==> src/hdl/snd_pkg.sv <==
// ----------------------------------------------------------------------------
// snd_pkg
// shared types and constants of the sobel / suppression / threshold block
// ----------------------------------------------------------------------------
package snd_pkg;

   localparam int MAX_WIDTH  = 1024;
   localparam int MAX_HEIGHT = 1024;
   localparam int GREY_W     = 8;
   localparam int RING       = 2 * MAX_WIDTH + 3;
   localparam int RING_AW    = $clog2(RING);
   localparam int CFG_W      = 11;
   localparam int POS_W      = 10;
   localparam int MAG_W      = 11;
   localparam int MAG_MAX    = 2047;

   // register indexes
   localparam logic [1:0] REG_FRAME_WIDTH  = 2'd0;
   localparam logic [1:0] REG_FRAME_HEIGHT = 2'd1;
   localparam logic [1:0] REG_LOW_THRESH   = 2'd2;
   localparam logic [1:0] REG_HIGH_THRESH  = 2'd3;

   // direction codes
   localparam logic [1:0] DIR_HORIZ = 2'd0;
   localparam logic [1:0] DIR_DIAG45 = 2'd1;
   localparam logic [1:0] DIR_VERT = 2'd2;
   localparam logic [1:0] DIR_DIAG135 = 2'd3;

   // edge classes
   localparam logic [1:0] CLASS_NONE   = 2'd0;
   localparam logic [1:0] CLASS_WEAK   = 2'd1;
   localparam logic [1:0] CLASS_STRONG = 2'd2;

   typedef enum logic [1:0] {
      OFF_NEG,
      OFF_ZERO,
      OFF_POS
   } offset_type;

   // one item handed from front to back
   typedef struct packed {
      logic [GREY_W-1:0]  grey;
      logic [RING_AW-1:0] ring_pos;
      logic               sob_int;
      logic               sup_int;
      logic               out_vld;
      logic [POS_W-1:0]   px;
      logic [POS_W-1:0]   py;
      logic               last;
   } cmd_type;

   typedef enum logic [4:0] {
      ST_IDLE,
      ST_GWR,
      ST_GRD,
      ST_GCAP,
      ST_SOB,
      ST_MUL0,
      ST_MUL1,
      ST_MUL2,
      ST_DIR,
      ST_SQRT,
      ST_MWR,
      ST_CRD,
      ST_CCAP,
      ST_PRD,
      ST_PCAP,
      ST_QRD,
      ST_QCAP,
      ST_OUT
   } state_type;

endpackage

==> src/hdl/snd_front.sv <==
// ----------------------------------------------------------------------------
// snd_front
// accepts pixels, forms grey, tracks position and classifies each transaction
// ----------------------------------------------------------------------------
module snd_front import snd_pkg::*; (
   input  logic              clock,
   input  logic              reset,
   input  logic [CFG_W-1:0]  eff_w,
   input  logic [CFG_W-1:0]  eff_h,
   input  logic              accept,
   input  logic [7:0]        red,
   input  logic [7:0]        green,
   input  logic [7:0]        blue,
   input  logic              pad,
   output cmd_type           cmd
);

   logic [POS_W-1:0]   col_ff, col_in;
   logic [CFG_W-1:0]   row_ff, row_in;
   logic [RING_AW-1:0] pos_ff, pos_in;
   logic [CFG_W-1:0]   col_nx;

   logic [9:0]         sum;
   logic [19:0]        prod;
   logic signed [12:0] sw, sh, xa, ya, xb, yb, sc, sr;
   logic               done;

   function automatic logic inside_core(input logic signed [12:0] x, input logic signed [12:0] y,
                                        input logic signed [12:0] w, input logic signed [12:0] h);
      inside_core = (x >= 13'sd1) && (x <= w - 13'sd2) && (y >= 13'sd1) && (y <= h - 13'sd2);
   endfunction

   always_comb begin
      sum  = {2'b0, red} + {2'b0, green} + {2'b0, blue};
      // divide by three through a reciprocal multiply
      prod = {10'b0, sum} * 20'd683;
      sw = $signed({2'b0, eff_w});
      sh = $signed({2'b0, eff_h});
      sc = $signed({3'b0, col_ff});
      sr = $signed({2'b0, row_ff});
      if (sc >= 13'sd1) begin
         xa = sc - 13'sd1;
         ya = sr - 13'sd1;
      end else begin
         xa = sw - 13'sd1;
         ya = sr - 13'sd2;
      end
      if (xa >= 13'sd1) begin
         xb = xa - 13'sd1;
         yb = ya - 13'sd1;
      end else begin
         xb = sw - 13'sd1;
         yb = ya - 13'sd2;
      end
      cmd.grey     = pad ? '0 : prod[18:11];
      cmd.ring_pos = pos_ff;
      cmd.sob_int  = inside_core(xa, ya, sw, sh);
      cmd.sup_int  = inside_core(xb, yb, sw, sh);
      cmd.out_vld  = (xb >= 13'sd0) && (xb < sw) && (yb >= 13'sd0) && (yb < sh);
      cmd.px       = xb[POS_W-1:0];
      cmd.py       = yb[POS_W-1:0];
      cmd.last     = (xb == sw - 13'sd1) && (yb == sh - 13'sd1);
      done         = cmd.out_vld && cmd.last;

      pos_in = (pos_ff == RING_AW'(RING - 1)) ? '0 : pos_ff + 1'b1;
      // one bit wider so a full-width row does not wrap before the compare
      col_nx = {1'b0, col_ff} + 1'b1;
      col_in = col_nx[POS_W-1:0];
      row_in = row_ff;
      if (col_nx >= eff_w) begin
         col_in = '0;
         row_in = row_ff + 1'b1;
      end
      if (done || ({1'b0, row_in} >= {1'b0, eff_h} + 12'd3)) begin
         col_in = '0;
         row_in = '0;
      end
   end

   always_ff @(posedge clock) begin
      if (reset) begin
         col_ff <= '0;
         row_ff <= '0;
         pos_ff <= '0;
      end else if (accept) begin
         col_ff <= col_in;
         row_ff <= row_in;
         pos_ff <= pos_in;
      end
   end

endmodule

==> config.mk <==
export PLATFORM = sky130hd
export DESIGN_NAME = snd_front
export DESIGN_NICKNAME = d
export VERILOG_FILES = /design/src/hdl/snd_pkg.sv /design/src/hdl/snd_front.sv
export SDC_FILE = /design/constraint.sdc
export NUM_CORES = 1
export LEC_CHECK = 0
export BUFFER_PORTS_ARGS = -buffer_cell sky130_fd_sc_hd__buf_2
export CAP_MARGIN = 20
export CORE_UTILIZATION = 40
export CTS_BUF_LIST = sky130_fd_sc_hd__clkbuf_4
export CTS_CLUSTER_DIAMETER = 200
export CTS_CLUSTER_SIZE = 16
export DETAILED_ROUTE_END_ITERATION = 10
export GPL_TIMING_DRIVEN = 0
export PLACE_DENSITY = 0.55
export SYNTH_ARGS = -nofsm -noshare
export SYNTH_HDL_FRONTEND = slang
export SYNTH_SLANG_ARGS = --single-unit
export TNS_END_PERCENT = 20
==> constraint.sdc <==
create_clock -name clock -period 8.35 [get_ports clock]
set_input_delay 0.835 -clock clock [delete_from_list [all_inputs] [get_ports clock]]
set_output_delay 0.835 -clock clock [all_outputs]
set_load 0.01 [all_outputs]
---- Word-level counts from Yosys, hierarchy flattened ----
Index checks and enable logic that the tools add are counted.
storage, ports and cells
  register bits ........................... 33
  bits in latches ......................... 0
  bits in writable memories ............... 0
  bits in read-only memories .............. 0
  output and inout port bits .............. 44
  logic and storage cells ................. 60
  memories ................................ 0
cells by class
  add/sub/neg operators ................... 16
  multipliers ............................. 1
  divide/modulo/power cells ............... 0
  order comparisons ....................... 15
  eq/ne operators ......................... 3
  shift operators ......................... 0
  muxes and demuxes ....................... 10
  bitwise gates (word level) .............. 0
  reduce and logical (&&, ||, !) cells .... 12
operators by type and width
  kind                                                   count
  >= comparator 13 x 2 -> 1 bit (second input constant)  4
  less-or-equal comparator 13 x 12 -> 1 bit              4
  2-to-1 mux 13 bit                                      4
  subtractor 11 x 1 -> 12 bit (second input constant)    3
  subtractor 11 x 2 -> 12 bit (second input constant)    3
  == test 13 x 12 -> 1 bit                               2
  >= comparator 13 x 1 -> 1 bit (second input constant)  2
  < comparator 13 x 12 -> 1 bit                          2
  subtractor 13 x 2 -> 13 bit (second input constant)    2
  2-to-1 mux 11 bit                                      2
  2-to-1 mux 10 bit                                      2
  multiplier 10 x 10 -> 19 bit (second input constant)   1
  subtractor 13 x 3 -> 13 bit (second input constant)    1
  adder 11 x 2 -> 12 bit (second input constant)         1
  adder 12 x 1 -> 12 bit (second input constant)         1
  == test 12 bit (second input constant)                 1
  >= comparator 11 x 12 -> 1 bit                         1
  2-to-1 mux 12 bit                                      1
  adder 10 x 1 -> 11 bit (second input constant)         1
  adder 11 x 1 -> 11 bit (second input constant)         1
  >= comparator 11 bit                                   1
  logical AND 1 bit                                      11
  subtractor 10 x 1 -> 11 bit (second input constant)    1
  adder 9 x 8 -> 10 bit                                  1
  4 further kinds                                        4

---- Longest topological paths before layout ----
  depth in word-level cells ............... 11
  gate-level depth with buffers ........... 37
  depth with buffers taken out ............ 32

---- Worst setup path before layout ----
OpenSTA, ideal clock, no wires.
  path type ............................... input to output
  start point ............................. input port red[1]
  end point ............................... output port cmd[43] (netlist name)
  arrival time ............................ 6.962 ns
  setup slack ............................. 0.553 ns
  stages on the path ...................... 29
  cells stage by stage .................... fa_1 > ha_1 > inv_1 > fa_1 > inv_1 > a21oi_1 > o21bai_1 > a21oi_1 > o21bai_1 > xnor2_1 > inv_1 > ha_1 > ha_1 > inv_1 > fa_1 > inv_1 > fa_1 > inv_1 > fa_1 > inv_1 > ha_1 > a21oi_1 > o21ai_0 > and2_1 > o31a_1 > o41ai_1 > o21ai_0 > xnor2_1 > nor2_1
RTL lines
  what             RTL line         text
  start, declared  snd_front.sv:11  input logic [7:0] red,
  end, declared    snd_front.sv:15  output cmd_type cmd

==> flow_metrics.env <==
export IMPL_finalSetupViolCount=0
export IMPL_post_cts_hold_buffer_count=0
export IMPL_drt_pre_antenna_iters=5
export IMPL_timing_critical_path_to="cmd[42]"
export IMPL_part_of_the_total_power_dissipated_in_combinational_logic_pct=93.1
export IMPL_crit_path_frequent_cell="sky130_fd_sc_hd__inv_1"
export IMPL_power_switching_fraction_pct=52.3
export IMPL_power_internal_mw=1.73
export IMPL_critPathLaunchType="primary input"
export IMPL_crit_type="in2out"
export IMPL_antenna_found_initial=0
export IMPL_io_pin_count=94
export IMPL_drt_vias_per_instance=5.63
export IMPL_arrival_ns=7.10
export IMPL_number_of_global_route_vias_before_repair=8680
export IMPL_p_switching_mw=1.90
export IMPL_reg2reg_setup_slack_ns=1.08
export IMPL_detail_route_wirelength_um=28600
export IMPL_synth_area_um2=9490
export IMPL_yosys_register_bits=33
export IMPL_avg_cell_area_syn_um2=7.91
export IMPL_crit_fanout=4
export IMPL_ctsHtreeMaxLevel=2
export IMPL_post_synth_inst_count=1200
export IMPL_antenna_cells_inserted=0
export IMPL_area_after_detailed_placement_um2=10300
export IMPL_timing_critical_path_slowest_stage_cell="sky130_fd_sc_hd__fa_1"
export IMPL_leakagePower_nw=4.72
export IMPL_cellPowerDensity_nw_per_um2=343
export IMPL_start_util_pct=41.3
export IMPL_regToRegStartpoint="col_ff[2]"
export IMPL_power_share_clock_pct=2.5
export IMPL_route_vias_total=9112
export IMPL_cts_buffers_inserted=5
export IMPL_wl_per_cell_um=17.7
export IMPL_clock_sinks=33
export IMPL_holdCritPathClass="reg2reg"
export IMPL_estimated_wirelength_of_the_detail_placed_design_um=24000
export IMPL_buffer_ports_inserted=86
export IMPL_reg_power_share_pct=4.5
export IMPL_crit_reg2reg_capture="row_ff[7]"
export IMPL_clock_tree_root="sky130_fd_sc_hd__clkbuf_4"
export IMPL_finalHoldViolCount=0
export IMPL_worst_setup_hold_path_clk_slew_ns=0.11
export IMPL_hold_depth=2
export IMPL_drtAntennaViolNets=0
export IMPL_grt_setup_unrepaired="no"
export IMPL_core_region_area_um2=23000
export IMPL_layout_cell_share_with_drive_strength_beyond_1_pct=13.7
export IMPL_synth_seq_area_share_pct=6.96
export IMPL_number_of_maximum_capacitance_constraint_violations=0
export IMPL_max_freq_mhz=126
export IMPL_vdd_drop_max_mv=0.731
export IMPL_yosysWarningCount=0
export IMPL_grt_first_pass_wirelength_um=45500
export IMPL_worstMarginPinSlew_ns=0.786
export IMPL_pin_count_of_the_biggest_net_entering_global_routing=12
export IMPL_grt_resource_usage_total_pct=23.5
export IMPL_final_design_area_no_fill_um2=10600
export IMPL_drc_errors=0
export IMPL_rows=55
export IMPL_total_power_mw=3.64
export IMPL_synth_nets=1461
export IMPL_synth_enable_flop_cells=0
export IMPL_clock_tree_from_tritoncts="built"
export IMPL_post_route_worst_setup_slack_ns=0.415
export IMPL_globalRouteOverflowTotal=0
export IMPL_r2r_cells=29
export IMPL_drt_initial_drc_count=549
export IMPL_max_slew_margin_pct=46.3
export IMPL_worst_setup_path_end_kind="output port"
export IMPL_design_final_nets=1566
export IMPL_finClkSkew_ns=0.0123
export IMPL_design_die_area_um2=24300
export IMPL_run_status="complete, no violations"
export IMPL_final_sum_of_negative_setup_slack_ns=0
export IMPL_timing_critical_path_slowest_cell_delay_ns=0.53
export IMPL_critical_path_required_ns=7.52
export IMPL_die_width_um=156
export IMPL_place_congestion=0.886
export IMPL_crit_path_start="red[1]"
export IMPL_asyncSetResetFlopFracSynth_pct=0
export IMPL_preCtsSetupSlack_ns=-0.391
export IMPL_die_height_um=156
export IMPL_clk_latency_worst_skew_pair_ns=0.34
export IMPL_area_growth_synth_to_final_pct=11.9
export IMPL_min_period_ns=7.94
export IMPL_ys_types=86
export IMPL_finalMaxSlewViolations=0
export IMPL_final_core_area_utilization_pct=46.2
export IMPL_ys_flop_type="sky130_fd_sc_hd__dfxtp_1"
export IMPL_cts_root_to_sink_buffers=2
export IMPL_finalCritPeriodShare_pct=95.0
layer usage:
metal / vias up / part of all wire [%] / GRT usage (%)
li1: 4549 / - / -
met1: 4310 / 48 / 32.4
met2: 217 / 47 / 39.9
met3: 36 / 3.1 / 1.22
met4: 0 / 2.0 / 5.28
met5: - / 0 / 0
flip-flops by register name (all words and copies together) (netlist names):
register,count
row_ff,11
pos_ff,12
col_ff,10
worst max-delay path: cells and delay by family:
family	cells	cell delay, ns
fa+ha+maj	9	3.39
compound gates	9	1.64
buf+inv	9	0.66
xor+xnor	2	0.33
simple gates	2	0.22
cells in the mapped netlist, drive strengths merged (3+ instances only):
| library cell | instances | area, um2 |
|---|---|---|
| nand3 | 38 | 190 |
| o21a | 34 | 255 |
| a221oi | 7 | 61.3 |
| xnor3 | 3 | 67.6 |
| nand4b | 5 | 43.8 |
| clkbuf | 32 | 120 |
| a41oi | 7 | 76.3 |
| nor3b | 5 | 37.5 |
| o21bai | 6 | 45.0 |
| and2 | 7 | 43.8 |
| o21ai | 48 | 255 |
| nand3b | 4 | 30.0 |
| o41ai | 8 | 70.1 |
| a211oi | 19 | 165 |
| or3 | 4 | 25.0 |
| nor3 | 34 | 181 |
| nand4 | 31 | 209 |
| buf | 18 | 113 |
| a2111oi | 5 | 45.0 |
| nor2b | 15 | 93.8 |
| a21oi | 53 | 265 |
| nor4b | 6 | 58.8 |
| or4 | 7 | 56.3 |
| a21o | 21 | 158 |
| a31oi | 8 | 50.1 |
| nor4 | 22 | 193 |
| nand2 | 76 | 285 |
| fa | 30 | 601 |
| o32ai | 5 | 51.3 |
| mux2i | 9 | 90.1 |
| nor2 | 86 | 323 |
| o31ai | 7 | 66.3 |
| o211ai | 5 | 42.5 |
| ha | 181 | 2260 |
| a32o | 9 | 90.1 |
| inv | 110 | 413 |
| xor2 | 31 | 272 |
| xnor2 | 98 | 858 |
| or2 | 4 | 25.0 |
| and3 | 17 | 106 |
| dfxtp | 33 | 661 |
| nand2b | 15 | 93.8 |
| clkinv | 3 | 11.3 |
placed cells by master, fill, tap and decap left out, drive strengths merged, types with 6 or more instances in the layout:
cell    synthesis  final
xor2           31     31
a21oi          53     53
clkbuf         32     36
nor4b           6      6
a41oi           7      7
nor2b          15     15
and3           17     17
nand3          38     38
inv           110    110
xnor2          98     98
nand2          76     76
nor3           34     34
a31oi           8      8
o41ai           8      8
ha            181    181
a32o            9      9
o31ai           7      7
and2            7      7
buf            18    117
nand4          31     31
dfxtp          33     33
a221oi          7      7
a211oi         19     19
o21a           34     34
fa             30     30
o21ai          48     48
mux2i           9      9
nor4           22     22
nor2           86     86
nand2b         15     15
o21bai          6      6
a21o           21     21
or4             7      7
layout make-up:
cell class | instances | area, um2
plain buffers | 49 | 235
clock buffers | 5 | 37.5
clock inverters | 3 | 17.5
fillers | 2401 | 12400
inverters | 113 | 424
multi-input cells | 1004 | 8330
flip-flops and latches | 33 | 661
well taps | 313 | 392
repair buffers | 99 | 526
worst min path at each step:
stage / slack [ns] / endpoint / from
5_1_grt: 0.59 / pos_ff[11] / pos_ff[11]
6_report: 0.55 / pos_ff[1] / pos_ff[1]
4_1_cts: 0.56 / pos_ff[11] / pos_ff[11]
3_3_place_gp: 0.52 / pos_ff[11] / pos_ff[11]
3_5_place_dp: 0.52 / pos_ff[11] / pos_ff[11]
2_1_floorplan: 0.49 / row_ff[1] / row_ff[1]
power by group through the flow:
| stage | Clock, mW | Sequential, mW | Combinational [mW] |
|---|---|---|---|
| final | 0.0903 | 0.163 | 3.39 |
| after global placement | 0 | 0.166 | 3.07 |
| after detailed placement | 0 | 0.166 | 3.10 |
| after floorplan | 0 | 0.166 | 2.31 |
| after CTS | 0.0936 | 0.163 | 3.21 |
| after global routing | 0.101 | 0.163 | 3.92 |
stage by stage:
stage | std cells | hold slack, ns
2_1_floorplan | 1200 | 0.493
3_3_place_gp | 1599 | 0.523
3_5_place_dp | 1600 | 0.521
4_1_cts | 1610 | 0.557
5_1_grt | 1619 | 0.587
6_report | 1619 | 0.555
logic make-up (layout without fill, tap and decap cells):
group / count (synthesis) / in the layout / synth area share [%]
AND/OR/NAND/NOR: 382 / 382 / 21.7
AO/OA/AOI/OAI: 268 / 268 / 20.5
adder cells (fa/ha/maj): 211 / 211 / 30.2
buffers and inverters: 163 / 269 / 6.92
XOR/XNOR: 132 / 132 / 12.6
flip-flops: 33 / 33 / 6.96
multiplexers: 11 / 11 / 1.19
timing repair:
item,4_1_cts,5_1_grt
gates cloned,0,0
buffers inserted,2,10
resized for setup,11,31
pin swaps,2,10
setup endpoints to repair,5,25
Power figures use the tool's default switching activity.
