[config.mk]
export PLATFORM = sky130hd
export DESIGN_NAME = snd_queue
export DESIGN_NICKNAME = d
export VERILOG_FILES = /design/src/hdl/snd_pkg.sv /design/src/hdl/snd_queue.sv
export SDC_FILE = /design/constraint.sdc
export NUM_CORES = 1
export LEC_CHECK = 0
export BUFFER_PORTS_ARGS = -buffer_cell sky130_fd_sc_hd__buf_2
export CORE_UTILIZATION = 49
export CTS_BUF_LIST = sky130_fd_sc_hd__clkbuf_8
export DETAILED_ROUTE_END_ITERATION = 8
export GPL_TIMING_DRIVEN = 0
export PLACE_DENSITY = 0.83
export REMOVE_ABC_BUFFERS = 1
export SLEW_MARGIN = 15
export SYNTH_ARGS = -nofsm -noshare
export SYNTH_HDL_FRONTEND = slang
export SYNTH_SLANG_ARGS = --single-unit
[constraint.sdc]
create_clock -name clock -period 2.95 [get_ports clock]
set_input_delay 0 -clock clock [delete_from_list [all_inputs] [get_ports clock]]
set_output_delay 0 -clock clock [all_outputs]
set_load 0.005 [all_outputs]
[src/hdl/snd_pkg.sv]
// ----------------------------------------------------------------------------
// snd_pkg
// shared types and constants of the sobel / suppression / threshold block
// ----------------------------------------------------------------------------
package snd_pkg;

   localparam int MAX_WIDTH  = 1024;
   localparam int MAX_HEIGHT = 1024;
   localparam int GREY_W     = 8;
   localparam int RING       = 2 * MAX_WIDTH + 3;
   localparam int RING_AW    = $clog2(RING);
   localparam int CFG_W      = 11;
   localparam int POS_W      = 10;
   localparam int MAG_W      = 11;
   localparam int MAG_MAX    = 2047;

   // register indexes
   localparam logic [1:0] REG_FRAME_WIDTH  = 2'd0;
   localparam logic [1:0] REG_FRAME_HEIGHT = 2'd1;
   localparam logic [1:0] REG_LOW_THRESH   = 2'd2;
   localparam logic [1:0] REG_HIGH_THRESH  = 2'd3;

   // direction codes
   localparam logic [1:0] DIR_HORIZ = 2'd0;
   localparam logic [1:0] DIR_DIAG45 = 2'd1;
   localparam logic [1:0] DIR_VERT = 2'd2;
   localparam logic [1:0] DIR_DIAG135 = 2'd3;

   // edge classes
   localparam logic [1:0] CLASS_NONE   = 2'd0;
   localparam logic [1:0] CLASS_WEAK   = 2'd1;
   localparam logic [1:0] CLASS_STRONG = 2'd2;

   typedef enum logic [1:0] {
      OFF_NEG,
      OFF_ZERO,
      OFF_POS
   } offset_type;

   // one item handed from front to back
   typedef struct packed {
      logic [GREY_W-1:0]  grey;
      logic [RING_AW-1:0] ring_pos;
      logic               sob_int;
      logic               sup_int;
      logic               out_vld;
      logic [POS_W-1:0]   px;
      logic [POS_W-1:0]   py;
      logic               last;
   } cmd_type;

   typedef enum logic [4:0] {
      ST_IDLE,
      ST_GWR,
      ST_GRD,
      ST_GCAP,
      ST_SOB,
      ST_MUL0,
      ST_MUL1,
      ST_MUL2,
      ST_DIR,
      ST_SQRT,
      ST_MWR,
      ST_CRD,
      ST_CCAP,
      ST_PRD,
      ST_PCAP,
      ST_QRD,
      ST_QCAP,
      ST_OUT
   } state_type;

endpackage

[src/hdl/snd_queue.sv]
// ----------------------------------------------------------------------------
// snd_queue
// two-entry queue between front and back
// ----------------------------------------------------------------------------
module snd_queue import snd_pkg::*; (
   input  logic    clock,
   input  logic    reset,
   input  logic    push,
   input  cmd_type push_data,
   input  logic    pop,
   output cmd_type pop_data,
   output logic    full,
   output logic    empty
);

   cmd_type    entry_ff [2];
   logic       wr_ff, wr_in, rd_ff, rd_in;
   logic [1:0] cnt_ff, cnt_in;

   always_comb begin
      wr_in  = push ? ~wr_ff : wr_ff;
      rd_in  = pop ? ~rd_ff : rd_ff;
      cnt_in = cnt_ff + {1'b0, push} - {1'b0, pop};
      full   = (cnt_ff == 2'd2);
      empty  = (cnt_ff == 2'd0);
      pop_data = entry_ff[rd_ff];
   end

   always_ff @(posedge clock) begin
      if (reset) begin
         wr_ff  <= 1'b0;
         rd_ff  <= 1'b0;
         cnt_ff <= '0;
      end else begin
         wr_ff  <= wr_in;
         rd_ff  <= rd_in;
         cnt_ff <= cnt_in;
      end
   end

   always_ff @(posedge clock) begin
      if (push) entry_ff[wr_ff] <= push_data;
   end

endmodule

== Word level (Yosys, flattened, before mapping) ==
Memory sizes are Yosys's and may differ from the RTL's. A register that Yosys moved wholly into a read port is not among the register bits.
Cells that the tools add are included.
Cells by class
  add/sub/neg operators: 2
  equality and inequality tests: 1
  mux-type cells: 4
  bitwise gates (word level): 2
  reduce and logical (&&, ||, !) cells: 1
Operators by type and width (number)
  $mux 1: 4
  $add 2x1->2: 1
  $eq 2x2->1 const B: 1
  $logic_not 2->1: 1
  $not 1->1: 2
  $sub 2x1->2: 1
Word-level totals
  bits in registers: 4
  RAM bits: 88
  bits of input ports: 48
  output and inout port bits: 46
  logic and storage cells: 14
  memories: 1
Memories
  entry_ff: depth 2, bits a word 44, read ports 1, clocked after memory_dff 1, write ports 1, line snd_queue.sv:16  | cmd_type entry_ff [2];

== Depth between registers and ports, before layout ==
Gate-level depths: netlist of run 1.
  word-level depth: 3
  depth in mapped cells: 6
  mapped depth without buffers: 6

== Least setup slack after synthesis of run 1 ==
OpenSTA, ideal clock, no wires.
  kind: register -> register
  start: register wr_ff
  end: memory entry_ff[0][0] in the netlist's numbering (enable)
  library setup time: 451 ps
  data arrival time: 2295 ps
  required time: 2499 ps
  slack: 204 ps
  cell stages (with the launch flop): 2
  buffers on the path: 0
  period minus slack after synthesis: 2746 ps
  cells stage by stage: dfxtp_1 > nor2b_1
RTL lines
  from (decl): line snd_queue.sv:17  | logic wr_ff, wr_in, rd_ff, rd_in;
  from (signal assigned): line snd_queue.sv:35  | wr_ff <= wr_in;
  to (decl): line snd_queue.sv:16
Straight into the memory's write port.

==> impl_metrics.csv, run 1 <==
group,metric,value,unit
grt,groute.usage.overall,16.54,%
final_layout,most_common_library_cell_in_the_layout_ignoring_fill_and_taps,"buf_2",
power_and_ir_drop,cellLeakagePower,0.001936,µW
synth,syn-mean-instance-area,22.76,µm²
setup_path,critical_path_arrival,1800,ps
drt,antenna_violating_nets_post_route,0,
final_layout,syn2layout_area_growth,34.24,%
placement,gp_congestion,0.6734,
worst_hold_path,whs_endpoint,"entry_ff[0][32]$_DFFE_PP_",
final_layout,regArea,2746,µm²
cts,post_cts.resized_instances,0,
worst_hold_path,min-delay-path-class,"input pin to flip-flop",
synth,post_synth_num_cell_types,13,
floorplan,fp.dieH,87.67,µm
grt,antenna_found_initial,0,
final_layout,mostFrequentLayoutCells,"buf_2 (93), edfxtp_1 (88), dlygate4sd3_1 (48)",
drt,detail_routed_via_count_per_cell,4.679,
sta,max_slew.worst_pin.slew,800.8,ps
synth,number_of_register_bits_inferred_by_synthesis,93,
grt,gr-total-overflow,0,
cts,clk_transition_reported_paths,100,ps
grt,global_route_wire_length_before_repair,9190,µm
drt,num_vias,1909,
cts,htree_num_levels,3,
setup_path,worst_setup_path_end_kind,"output pin",
setup_path,r2r_startpoint,"wr_ff$_SDFFE_PP0P_",
outcome,outcome,"complete, no violations",
final_layout,n_fill_cell,450,
cts,cts_sinks,93,
final_layout,final_layout_size_suffix_gt1_share,50.64,%
cts,cts.root.buffer_cell,"clkbuf_8",
setup_path,rr_worst_depth,2,
drt,drcViolationCount,0,
setup_path,data_required_time_at_the_worst_endpoint,2950,ps
sta,timing.slew.headroom,46.61,%
floorplan,boundaryPins,94,
cts,clk-insertion-delay-late,350,ps
setup_path,cp-start-kind,"flip-flop",
final_layout,layout.core_utilization,69.51,%
cts,cts_made_buffers,9,
floorplan,die_width,87.67,µm
job,timing.max_cap.violations,0,
drt,drtIter0Drc,93,
floorplan,die_area,7685,µm²
sta,hold-worst-slack,371.2,ps
drt,routed_wirelength,6147,µm
cts,tritoncts_clock_tree,"done",
sta,final-max-slew-violation-count,0,
final_layout,antenna_cells,0,
final_layout,final_net_count,357,
drt,route.detailed.wl_per_inst,15.07,µm
synth,post_synthesis_cells,158,
sta,setup_violations,0,
power_and_ir_drop,worst_ir_drop_vdd,0.0003101,V
synth,synth-seq-area-share,76.27,%
sta,max_freq,556.9,MHz
final_layout,multi_input_comb_area,763.2,µm²
setup_path,critical_path.reg2reg.endpoint,"entry_ff[1][40]$_DFFE_PP_",
grt,first_global_vias,1992,
placement,place.port_buffers,93,
setup_path,r2r_setup_slack,1480,ps
synth,synth_top_cells_by_area,"edfxtp_1 (73%), mux2_4 (17%), dfxtp_1 (2.8%)",
grt,grt_start_max_net_pins,45,
worst_hold_path,min_from,"push_data[32]",
sta,layout_worst_path_cycle_share,60.87,%
synth,ys_warn_count,0,
floorplan,core_region_area,6944,µm²
sta,rsz0062_at_grt,"false",
synth,yosysTopAreaCell,"edfxtp_1",
cts,clock_path_buffers,2,
setup_path,timing_worst_setup_path_type,"flip-flop to output pin",
floorplan,placementRows,30,
power_and_ir_drop,p_total,2827,µW
worst_hold_path,holdPathStages,2,
sta,hold_viol,0,
synth,synthDominantCellAreaShare,73.49,%
power_and_ir_drop,power.density,585.6,nW/µm²
sta,finalCriticalPeriod,1796,ps
synth,area_of_the_mapped_netlist,3596,µm²
drt,drt-pass1-iter-count,4,
floorplan,start_util,51.78,%
setup_path,critical_path.max_fanout,44,
sta,timing.clock.skew,11.23,ps
placement,post-dp-hpwl,3674,µm
[through the flow]
step | area [µm²] | instances | setup TNS, ps | worst slack, ps
2_1_floorplan | 3505 | 153 | 0 | 204.5
3_3_place_gp | 4090 | 342 | -34720 | -791.8
3_5_place_dp | 4143 | 344 | 0 | 1445
4_1_cts | 4827 | 408 | 0 | 1128
5_1_grt | 4827 | 408 | 0 | 1067
6_report | 4827 | 408 | 0 | 1154
[power by group]
group	internal [µW]	total, µW	switching (µW)
logic	245	377	131
clock network	405	856	451
registers	1540	1590	56.2
total	2190	2830	639
[sequential cells by signal (all words and copies together) (netlist names), named ones only]
signal and count:
entry_ff 88, cnt_ff 2, rd_ff 1, wr_ff 1
[synthesized netlist by cell type]
cell type   n
edfxtp_1   88
mux2_4     40
dfxtp_1     5
nor2_1      5
buf_12      4
mux2_2      4
nor2b_1     3
ha_1        2
inv_1       2
xnor2_1     2
and2_1      1
buf_6       1
xnor3_1     1
[how the worst max path moves through the flow]
stage,depth (start not counted),from,endpoint,slack (ps)
after floorplan,1,wr_ff$_SDFFE_PP0P_,entry_ff[0][0]$_DFFE_PP_,200
after global placement,1,wr_ff$_SDFFE_PP0P_,entry_ff[0][23]$_DFFE_PP_,-790
after detailed placement,2,wr_ff$_SDFFE_PP0P_,entry_ff[1][28]$_DFFE_PP_,1450
after CTS,2,flip-flop,pop_data[43],1130
after global routing,2,flip-flop,pop_data[1],1070
final,2,flip-flop,pop_data[1],1150
[cell type report]
cell class              count  share of cell area [%]
flip-flops and latches     93                   56.89
clock buffers               9                   2.566
clock inverters             7                   1.659
inverters                   2                  0.1555
well taps                  96                   2.488
repair buffers            143                   20.43
multi-input cells          58                   15.81
[per-layer routing]
metal | up-vias | track usage, % | share of wire (%)
met2 | 63 | 30.11 | 53
met5 | - | 0 | 0
met3 | 9 | 2.828 | 3.3
li1 | 907 | - | -
met1 | 930 | 18.88 | 42
met4 | 0 | 8.048 | 1.6
[critical path: stages (launching register included)]
cell and delay, ps:
dfxtp_4 890, mux2_2 420, buf_2 130
[cell families (layout without fill, tap and decap cells)]
family | count (synthesis) | count (layout) | synth area share [%]
flip-flops | 93 | 93 | 76.27
AND/OR/NAND/NOR | 9 | 9 | 1.218
multiplexers | 44 | 44 | 17.95
buffers and inverters | 7 | 161 | 2.749
XOR/XNOR | 3 | 3 | 1.113
adder cells (fa/ha/maj) | 2 | 2 | 0.6958
[what timing repair did]
action | in CTS | in global routing
hold buffers | 48 | 0
hold endpoints to repair | 93 | 0
setup buffers | 0 | 0
Power figures use the tool's default switching activity.
==> inputs of run 2 (changes only) <==
Clock period 2.95 ns to 1.45 ns, I/O delays scaled along.
==> impl_metrics.csv, run 2 (synthesis gave the netlist of run 1 again) <==
group,metric,value,unit
floorplan,die_area,7685,µm²
final_layout,final-instance-count-excl-fill,413,
sta,final-max-slew-violation-count,0,
setup_path,critical_path_arrival,1400,ps
sta,timing.slew.headroom,80.62,%
final_layout,mostFrequentLayoutCells,"buf_2 (93), edfxtp_1 (88), dlygate4sd3_1 (48)",
final_layout,reg_top3,"entry_ff (88), cnt_ff (2)",
drt,drt-pass1-iter-count,4,
sta,setup_violations,0,
setup_path,max_stage_delay,420,ps
drt,drtIter0Drc,80,
setup_path,data_required_time_at_the_worst_endpoint,1450,ps
sta,timing.clock.skew,8.947,ps
cts,cts_sinks,93,
final_layout,antenna_cells,0,
floorplan,start_util,51.78,%
final_layout,n_fill_cell,443,
power_and_ir_drop,p_total,5818,µW
grt,antenna_found_initial,0,
sta,rsz0062_at_grt,"true",
power_and_ir_drop,worst_ir_drop_vdd,0.0006827,V
placement,detailedPlace.worstSlack,-54.98,ps
cts,cts_made_buffers,9,
setup_path,cp-start-kind,"flip-flop",
placement,place.port_buffers,93,
worst_hold_path,min_from,"push_data[38]",
drt,antenna_violating_nets_post_route,0,
placement,post-dp-hpwl,3674,µm
cts,cts.root.buffer_cell,"clkbuf_8",
cts,clk_transition_reported_paths,90,ps
floorplan,placementRows,30,
cts,tritoncts_clock_tree,"done",
setup_path,path_cells,"clkbuf_16 -> mux2_4 -> buf_2",
sta,max_freq,712.8,MHz
outcome,outcome,"complete, no violations",
sta,finalCriticalPeriod,1403,ps
drt,num_vias,1930,
grt,grt_start_max_net_pins,27,
setup_path,critical_path.slowest_cell,"dfxtp_4",
sta,postLayoutSetupSlackWorst,47.04,ps
final_layout,syn2layout_area_growth,37.30,%
cts,clock_path_buffers,2,
sta,layout_worst_path_cycle_share,96.76,%
final_layout,final_layout_size_suffix_gt1_share,51.42,%
sta,hold-worst-slack,372.4,ps
setup_path,rr_worst_depth,2,
setup_path,worst_setup_path_end_kind,"output pin",
setup_path,timing_worst_setup_path_type,"flip-flop to output pin",
placement,dp_cells,344,
final_layout,largest-register,"entry_ff",
final_layout,final_net_count,362,
job,timing.max_cap.violations,0,
worst_hold_path,whs_endpoint,"entry_ff[1][38]$_DFFE_PP_",
cts,clk-insertion-delay-late,350,ps
setup_path,critical_path.max_fanout,11,
final_layout,max_reg_flops,88,
drt,drcViolationCount,0,
power_and_ir_drop,power.density,1178,nW/µm²
setup_path,r2r_setup_slack,140,ps
grt,gr-total-overflow,0,
setup_path,r2r_startpoint,"wr_ff$_SDFFE_PP0P_",
sta,hold_viol,0,
floorplan,die_width,87.67,µm
floorplan,fp.dieH,87.67,µm
setup_path,critical_path.reg2reg.endpoint,"entry_ff[1][21]$_DFFE_PP_",
worst_hold_path,min-delay-path-class,"input pin to flip-flop",
worst_hold_path,holdPathStages,2,
sta,max_slew.worst_pin.slew,290.6,ps
floorplan,boundaryPins,94,
grt,first_global_vias,2036,
drt,detail_routed_via_count_per_cell,4.673,
floorplan,core_region_area,6944,µm²
grt,global_route_wire_length_before_repair,9591,µm
drt,route.detailed.wl_per_inst,15.81,µm
grt,groute.usage.overall,17.48,%
final_layout,most_common_library_cell_in_the_layout_ignoring_fill_and_taps,"buf_2",
drt,routed_wirelength,6529,µm
cts,htree_num_levels,3,
power_and_ir_drop,cellLeakagePower,0.001988,µW
placement,gp_congestion,0.6734,
final_layout,regArea,2746,µm²
final_layout,multi_input_comb_area,768.2,µm²
==> run 2: cell count changes in the layout (fill, tap and decap cells not counted), sizes merged <==
cell	before	now
buf	95	99
clkbuf	9	10
==> run 2: critical path, delay by kind of cell (launching register included) <==
| kind | cells | cell delay, ps |
|---|---|---|
| muxes | 1 | 300 |
| DFF | 1 | 420 |
| buffers and inverters | 2 | 340 |
==> run 2: metrics by stage <==
stage / util (%) / instance area, µm² / setup TNS [ps]
after floorplan: - / 3505 / -103150
after global placement: 58.90 / 4090 / -196310
after detailed placement: 59.66 / 4143 / -1857
after CTS: 70.61 / 4903 / 0
after global routing: 71.10 / 4937 / -7.284
final: 71.10 / 4937 / 0
==> run 2: power breakdown <==
group	switching (µW)	internal, µW
Clock	910	824
Combinational	344	551
Sequential	60.5	3130
==> run 2: final cells by class <==
class                   instances  share of cell area, %
multi-input cells              58                  15.56
repair buffers                148                  22.10
flip-flops and latches         93                  55.63
inverters                       2                 0.1521
clock buffers                   9                  2.509
clock inverters                 7                  1.622
well taps                      96                  2.433
==> run 2: worst max-delay path by stage <==
stage,start,end,slack (ps),depth (start not counted)
final,flip-flop,pop_data[5],50,3
after global routing,flip-flop,pop_data[0],-5,3
after CTS,flip-flop,pop_data[39],20,3
after detailed placement,wr_ff$_SDFFE_PP0P_,entry_ff[1][28]$_DFFE_PP_,-50,2
after global placement,wr_ff$_SDFFE_PP0P_,entry_ff[0][23]$_DFFE_PP_,-2290,1
after floorplan,wr_ff$_SDFFE_PP0P_,entry_ff[0][0]$_DFFE_PP_,-1300,1
==> run 2: repair_timing <==
| action | 4_1_cts | 5_1_grt |
|---|---|---|
| hold buffers | 48 | 0 |
| setup endpoints to repair | 96 | 19 |
| resized for setup | 1 | 2 |
| buffers inserted | 4 | 0 |
| gates cloned | 0 | 1 |
| endpoints found under the hold margin | 93 | 0 |
==> run 2: routing by layer <==
metal | share of wire (%) | vias to the layer above | GRT usage (%)
met5 | 0 | - | 0
met4 | 1.7 | 0 | 8.048
met3 | 3.0 | 10 | 2.828
met2 | 53 | 63 | 32.32
met1 | 42 | 939 | 19.83
li1 | - | 918 | -
